$ cat src/sv/mm3bft_pkg.sv
`timescale 1ns / 1ps
// ----------------------------------------------------------------------------
// mm3bft_pkg
// Shared types, register indexes, reset values and saturating helpers for
// the bond stretch force and tally block.
// ----------------------------------------------------------------------------
package mm3bft_pkg;

   // register indexes on the csr channel
   localparam int CSR_IDX_W = 8;
   localparam logic [CSR_IDX_W-1:0] CSR_CUBIC   = 8'd0;
   localparam logic [CSR_IDX_W-1:0] CSR_QUARTIC = 8'd1;
   localparam logic [CSR_IDX_W-1:0] CSR_NEWTON  = 8'd2;
   localparam logic [CSR_IDX_W-1:0] CSR_ENERGY  = 8'd3;
   localparam logic [CSR_IDX_W-1:0] CSR_VIRIAL  = 8'd4;

   // register reset values
   localparam logic signed [31:0] CUBIC_RESET   = -32'sd167117;
   localparam logic signed [31:0] QUARTIC_RESET = 32'sd248586;

   localparam logic signed [63:0] S64_MAX = {1'b0, {63{1'b1}}};
   localparam logic signed [63:0] S64_MIN = {1'b1, {63{1'b0}}};
   localparam logic signed [31:0] S32_MAX = {1'b0, {31{1'b1}}};
   localparam logic signed [31:0] S32_MIN = {1'b1, {31{1'b0}}};

   typedef struct packed {
      logic signed [31:0] cubic_coeff;
      logic signed [31:0] quartic_coeff;
      logic               newton_mode;
      logic               energy_enable;
      logic               virial_enable;
   } cfg_type;

   // one bond as held in the queue, with its local end count
   typedef struct packed {
      logic signed [31:0] delta_x;
      logic signed [31:0] delta_y;
      logic signed [31:0] delta_z;
      logic [31:0]        rest_length;
      logic [31:0]        stiffness;
      logic               start_of_pass;
      logic [1:0]         local_ends;
   } item_type;

   typedef struct packed {
      logic signed [31:0] force_x;
      logic signed [31:0] force_y;
      logic signed [31:0] force_z;
      logic signed [31:0] bond_energy;
      logic signed [63:0] energy_total;
      logic signed [63:0] virial_xx;
      logic signed [63:0] virial_yy;
      logic signed [63:0] virial_zz;
      logic signed [63:0] virial_xy;
      logic signed [63:0] virial_xz;
      logic signed [63:0] virial_yz;
   } result_type;

   // magnitude of a signed word
   function automatic logic [63:0] mag64(input logic signed [63:0] a);
      return a[63] ? 64'(-a) : 64'(a);
   endfunction

   // saturating signed add
   function automatic logic signed [63:0] sat_add64(input logic signed [63:0] a,
                                                    input logic signed [63:0] b);
      logic signed [64:0] s;
      s = {a[63], a} + {b[63], b};
      if (s[64] != s[63]) return s[64] ? S64_MIN : S64_MAX;
      return s[63:0];
   endfunction

   // clamp to the 32-bit range
   function automatic logic signed [31:0] sat32(input logic signed [63:0] a);
      if (a > 64'(S32_MAX)) return S32_MAX;
      if (a < 64'(S32_MIN)) return S32_MIN;
      return a[31:0];
   endfunction

   // half, rounded toward zero
   function automatic logic signed [63:0] half64(input logic signed [63:0] a);
      logic signed [63:0] b;
      b = a + {63'd0, a[63]};
      return b >>> 1;
   endfunction

endpackage

$ cat src/sv/mm3bft_ifs.sv
`timescale 1ns / 1ps
// ----------------------------------------------------------------------------
// mm3bft channel interfaces
// Bond request, result and register write channels, valid/ready each.
// ----------------------------------------------------------------------------
interface mm3bft_req_if;
   logic               valid;
   logic               ready;
   logic signed [31:0] delta_x;
   logic signed [31:0] delta_y;
   logic signed [31:0] delta_z;
   logic [31:0]        rest_length;
   logic [31:0]        stiffness;
   logic               first_local;
   logic               second_local;
   logic               start_of_pass;

   modport source (output valid, delta_x, delta_y, delta_z, rest_length, stiffness,
                   first_local, second_local, start_of_pass, input ready);
   modport sink (input valid, delta_x, delta_y, delta_z, rest_length, stiffness,
                 first_local, second_local, start_of_pass, output ready);
endinterface


$ cat src/sv/mm3bft_front.sv
`timescale 1ns / 1ps
// ----------------------------------------------------------------------------
// mm3bft_front
// Accepts bonds, counts their local ends and holds them in a two-entry queue.
// ----------------------------------------------------------------------------
module mm3bft_front
   import mm3bft_pkg::*;
(
   input  logic         clock,
   input  logic         reset,
   mm3bft_req_if.sink   req_ch,
   output logic         q_valid,
   output item_type     q_item,
   input  logic         q_pop
);

   item_type   slot_ff [2];
   logic       wr_ptr_ff, rd_ptr_ff;
   logic [1:0] count_ff;
   logic       push;
   item_type   item_in;

   // classify the incoming item
   always_comb begin
      item_in.delta_x       = req_ch.delta_x;
      item_in.delta_y       = req_ch.delta_y;
      item_in.delta_z       = req_ch.delta_z;
      item_in.rest_length   = req_ch.rest_length;
      item_in.stiffness     = req_ch.stiffness;
      item_in.start_of_pass = req_ch.start_of_pass;
      item_in.local_ends    = {1'b0, req_ch.first_local} + {1'b0, req_ch.second_local};
   end

   assign req_ch.ready = (count_ff != 2'd2);
   assign push         = req_ch.valid && req_ch.ready;
   assign q_valid      = (count_ff != 2'd0);
   assign q_item       = slot_ff[rd_ptr_ff];

   // queue pointers
   always_ff @(posedge clock) begin
      if (reset) begin
         wr_ptr_ff <= 1'b0;
         rd_ptr_ff <= 1'b0;
         count_ff  <= 2'd0;
      end else begin
         if (push) wr_ptr_ff <= ~wr_ptr_ff;
         if (q_pop) rd_ptr_ff <= ~rd_ptr_ff;
         count_ff <= count_ff + {1'b0, push} - {1'b0, q_pop};
      end
   end

   // queue storage
   always_ff @(posedge clock) begin
      if (push) slot_ff[wr_ptr_ff] <= item_in;
   end

endmodule

$ cat src/flat_wrapper.sv
// flat-port wrapper written by rule: the top's interface ports become plain ports
module mm3bft_front_flat import mm3bft_pkg::*;
  (clock, reset, q_valid, q_item, q_pop, req_ch_valid, req_ch_delta_x, req_ch_delta_y, req_ch_delta_z, req_ch_rest_length, req_ch_stiffness, req_ch_first_local, req_ch_second_local, req_ch_start_of_pass, req_ch_ready);
  mm3bft_req_if req_ch_i ();
  input  logic clock;
  input  logic reset;
  output logic q_valid;
  output item_type q_item;
  input  logic q_pop;
  input wire logic [$bits(req_ch_i.valid)-1:0] req_ch_valid;
  input wire logic [$bits(req_ch_i.delta_x)-1:0] req_ch_delta_x;
  input wire logic [$bits(req_ch_i.delta_y)-1:0] req_ch_delta_y;
  input wire logic [$bits(req_ch_i.delta_z)-1:0] req_ch_delta_z;
  input wire logic [$bits(req_ch_i.rest_length)-1:0] req_ch_rest_length;
  input wire logic [$bits(req_ch_i.stiffness)-1:0] req_ch_stiffness;
  input wire logic [$bits(req_ch_i.first_local)-1:0] req_ch_first_local;
  input wire logic [$bits(req_ch_i.second_local)-1:0] req_ch_second_local;
  input wire logic [$bits(req_ch_i.start_of_pass)-1:0] req_ch_start_of_pass;
  output wire logic [$bits(req_ch_i.ready)-1:0] req_ch_ready;
  assign req_ch_i.valid = req_ch_valid;
  assign req_ch_i.delta_x = req_ch_delta_x;
  assign req_ch_i.delta_y = req_ch_delta_y;
  assign req_ch_i.delta_z = req_ch_delta_z;
  assign req_ch_i.rest_length = req_ch_rest_length;
  assign req_ch_i.stiffness = req_ch_stiffness;
  assign req_ch_i.first_local = req_ch_first_local;
  assign req_ch_i.second_local = req_ch_second_local;
  assign req_ch_i.start_of_pass = req_ch_start_of_pass;
  assign req_ch_ready = req_ch_i.ready;
  mm3bft_front u_core (.clock(clock), .reset(reset), .req_ch(req_ch_i), .q_valid(q_valid), .q_item(q_item), .q_pop(q_pop));
endmodule
$ cat config.mk
export PLATFORM = sky130hd
export DESIGN_NAME = mm3bft_front_flat
export DESIGN_NICKNAME = d
export VERILOG_FILES = /design/src/sv/mm3bft_pkg.sv /design/src/sv/mm3bft_ifs.sv /design/src/sv/mm3bft_front.sv /design/src/flat_wrapper.sv
export SDC_FILE = /design/constraint.sdc
export NUM_CORES = 1
export LEC_CHECK = 0
export BUFFER_PORTS_ARGS = -buffer_cell sky130_fd_sc_hd__clkbuf_2
export CORE_MARGIN = 3
export CORE_UTILIZATION = 50
export CTS_CLUSTER_SIZE = 20
export DETAILED_ROUTE_END_ITERATION = 10
export GPL_TIMING_DRIVEN = 0
export HOLD_SLACK_MARGIN = 0.06
export PLACE_DENSITY = 0.89
export SLEW_MARGIN = 20
export SYNTH_ARGS = -nofsm -noshare
export SYNTH_HDL_FRONTEND = slang
export SYNTH_SLANG_ARGS = --single-unit
$ cat constraint.sdc
create_clock -name clock -period 7 [get_ports clock]
set_input_delay 0.7 -clock clock [delete_from_list [all_inputs] [get_ports clock]]
set_output_delay 0.7 -clock clock [all_outputs]
set_load 0.005 [all_outputs]
==> summary.md <==
| Metric | Value |
|---|---|
| Core Util, Final | `65.3%` |
| Clk Latency, worst-skew pair | `between 0.4 and 0.5 ns` |
| H-tree level count | `2` |
| Cell variety after synth | `22` |
| Final nets | `1074` |
| Crit Path Class | `reg -> out` |
| WL/cell | `19.9 microns` |
| Gpl congestion | `approximately 0.76` |
| Synth Area in XOR/XNOR | `less than 1%` |
| Main combinational cell family by area after synthesis | `multiplexers` |
| Post-CTS sizing | `0` |
| Fmax | `around 390 MHz` |
| Post-CTS Setup Bufs | `0` |
| Cells along the critical path | `buf_6, buf_6, buf_6, mux2_4, clkbuf_2` |
| Async SR Flop Fraction | `0%` |
| Starting Density | `~52%` |
| DRT antenna net count | `0` |
| Drt via density | `about 5` |
| 1st-iter DRT viols | `between 300 and 400` |
| CP endpoint kind | `primary output` |
| Top post-synthesis cells by area | `edfxtp_1, mux2_2, mux2_4` |
| Reg-to-reg endpoint | `u_core.slot_ff[0][68]$_DFFE_PP_` |
| Synth Area in Compound Gates | `less than 1%` |
| I/O pin count | `between 300 and 400` |
| Slowest cell delay on critical path | `about 0.32 ns` |
| FF-to-FF path depth | `4` |
| Largest net degree at the start of global routing | `96` |
| EDFF count, synth | `~330` |
| Synthesis Warnings | `0` |
| Worst hold path class | `in -> reg` |
| WP data required | `6.30 ns` |
| Post-synth top flop | `edfxtp_1` |
| CTS tree | `done` |
| GRT Total Usage | `18.4%` |
| Flop-to-flop setup slack | `between 4 and 5 ns` |
| Number of synthesized register bits | `between 300 and 400` |
| Post-DP HPWL | `between 15000 and 20000 microns` |
| Via count | `around 6300` |
| CTS Sinks | `331` |
| Max rail drop VDD | `slightly below 0.3 mV` |
| Die area | `between 20000 and 30000 sq um` |
| Top cell type's share of synthesized area | `~80%` |
| Register area share after synthesis | `about four fifths` |
| CTS buffer count | `34` |
| Syn Area/Cell | `~23 sq um` |
| RSZ-0062 raised after global routing | `false` |
| Worst-Margin Slew | `approximately 0.73 ns` |
| Most common cell in the netlist | `edfxtp_1` |
| Core Footprint | `between 20000 and 25000 sq um` |
| Lkg Pwr | `around 6 nW` |
| Final Skew | `about 0.013 ns` |
| Most common cell on crit path | `buf_6` |
| Post-synthesis mux area share | `roughly 17%` |
| Reg2reg start | `u_core.count_ff[1]$_SDFF_PP0_` |
| Mapped cell area | `12300 sq um` |
| Clock Path Buffers | `3` |
| Die Span X | `~160 microns` |
| Endpoints failing setup | `0` |
| GRT overflow | `0` |
| Post-CTS Hold Fix Bufs | `0` |
| Pre-CTS setup slack | `4.56 ns` |
| Area grow syn2layout | `26.7%` |
| Root Buffer | `clkbuf_16` |
| Initial antenna violation count | `3` |
| Worst Setup Start Kind | `flop` |
| Fillers | `around 1600` |
| Count of pins over their slew limit | `0` |
| Hold path start | `req_ch_rest_length[4]` |
| Post-synth net total | `703` |
| Final WL | `approximately 25000 microns` |
| Pre-antenna DRT Iters | `4` |
| First-pass GRT wire length | `about 38000 microns` |
| Top cells by count, synth | `edfxtp_1, mux2_2, mux2_4` |
| Slowest CP cell | `dfxtp_1` |
| Final hold slack | `~0.39 ns` |
| Worst hold path depth | `1` |
| Period minus WS final | `approximately 2.5 ns` |
| Number of global-route vias before repair | `6808` |
| Largest area contributor in the netlist | `edfxtp_1` |
| Endpoint, Worst Hold | `u_core.slot_ff[1][39]$_DFFE_PP_` |
| I/O Buffers | `about 330` |
| Post-route setup slack | `between 4 and 5 ns` |
| WP data arrival | `approximately 1.8 ns` |
| Status | `completed` |
| Critical path peak fanout | `10` |
| Chip height | `around 160 microns` |
| # Max-Cap Violations | `0` |
| Headroom to the max-slew limit | `51.5%` |
| Synth Instances | `about 530` |
| Post-Synth Adder-Cell Area | `less than 1%` |
| # DRC | `0` |
| Pwr/cell area | `just over 300 nW/um^2` |
| # rows | `56` |
| Period utilization | `36.3%` |
| Fraction of layout cells with a size suffix above 1 | `between 60 and 70%` |
| Worst-path clk slew | `0.06 ns` |
| Simple-gate area share of the yosys netlist | `less than 1%` |
| Final hold viol count | `0` |
==> cell type report <==
class                      count  area [sq um]  share of cell area [%]
sequential                   331          9890                    63.5
tap                          319           399                    2.56
inverter                       2          15.0                  0.0964
buffer                        18           146                   0.940
clock inverter                21           200                    1.29
clock buffer                  38           897                    5.76
multi-input combinational    183          2250                    14.5
timing repair buffer         335          1770                    11.3
antenna                        1          2.50                  0.0161
==> worst max-delay path, delay by kind of cell (launching register included) <==
kind                   cells  cell delay [ns]
multiplexers               1             0.32
buffers and inverters      4             0.70
flip-flops                 1             0.32
==> routing by layer <==
layer	track usage (%)	part of all wire, %	wire (microns)
met1	20.5	36	8980
met4	6.50	3.3	831
met3	5.39	7.7	1920
met5	0	0.064	16
met2	33.5	53	13100
==> worst max path at each step <==
stage	start	end	slack, ns
2_1_floorplan	req_ch_valid	u_core.slot_ff[1][0]$_DFFE_PP_	1.97
3_3_place_gp	req_ch_valid	u_core.slot_ff[1][158]$_DFFE_PP_	-0.08
3_5_place_dp	req_ch_valid	u_core.slot_ff[0][117]$_DFFE_PP_	4.56
4_1_cts	flop	q_item[106]	4.38
5_1_grt	flop	q_item[150]	4.34
6_report	flop	q_item[150]	4.46
==> cell usage in the layout, fill, tap and decap left out, types with 2 or more instances in the layout <==
cell and count:
a21oi_1 2, dfxtp_1 5, bufinv_16 4, buf_6 9
nor2_1 3, mux2_4 70, edfxtp_1 326, clkbuf_2 331
clkbuf_16 35, buf_16 4, buf_2 9, clkinv_2 5
clkbuf_1 2, clkinv_1 10, ha_1 2, mux2_2 94
==> power by group <==
| group | switching, mW | internal (mW) | leakage [nW] |
|---|---|---|---|
| Sequential | 0.0367 | 2.36 | 3.08 |
| Clock | 0.694 | 1.07 | 0.541 |
| Combinational | 0.279 | 0.290 | 2.47 |
| Total | 1.01 | 3.71 | 6.09 |
==> flip-flops by register name (all words and copies together), names as in the netlist, named ones only <==
register / count
u_core.rd_ptr_ff: 1
u_core.wr_ptr_ff: 1
u_core.slot_ff: 326
u_core.count_ff: 2
==> cell families after synthesis <==
group / after synthesis
AOI/OAI and AO/OA: 4
muxes: 165
DFF: 331
adders and majority gates: 2
buffers and inverters: 20
xor gates and xnor gates: 1
and+or+nand+nor: 11
==> stage by stage <==
step                      std cells  power, mW  area, sq um  setup TNS (ns)
after floorplan                 534       2.75        12300               0
after global placement         1184       3.01        14300          -11.10
after detailed placement       1188       3.01        14500               0
after CTS                      1247       4.78        15600               0
after global routing           1247       4.91        15600               0
final                          1248       4.72        15600               0
No activity file was read; power rests on OpenSTA's default activity.
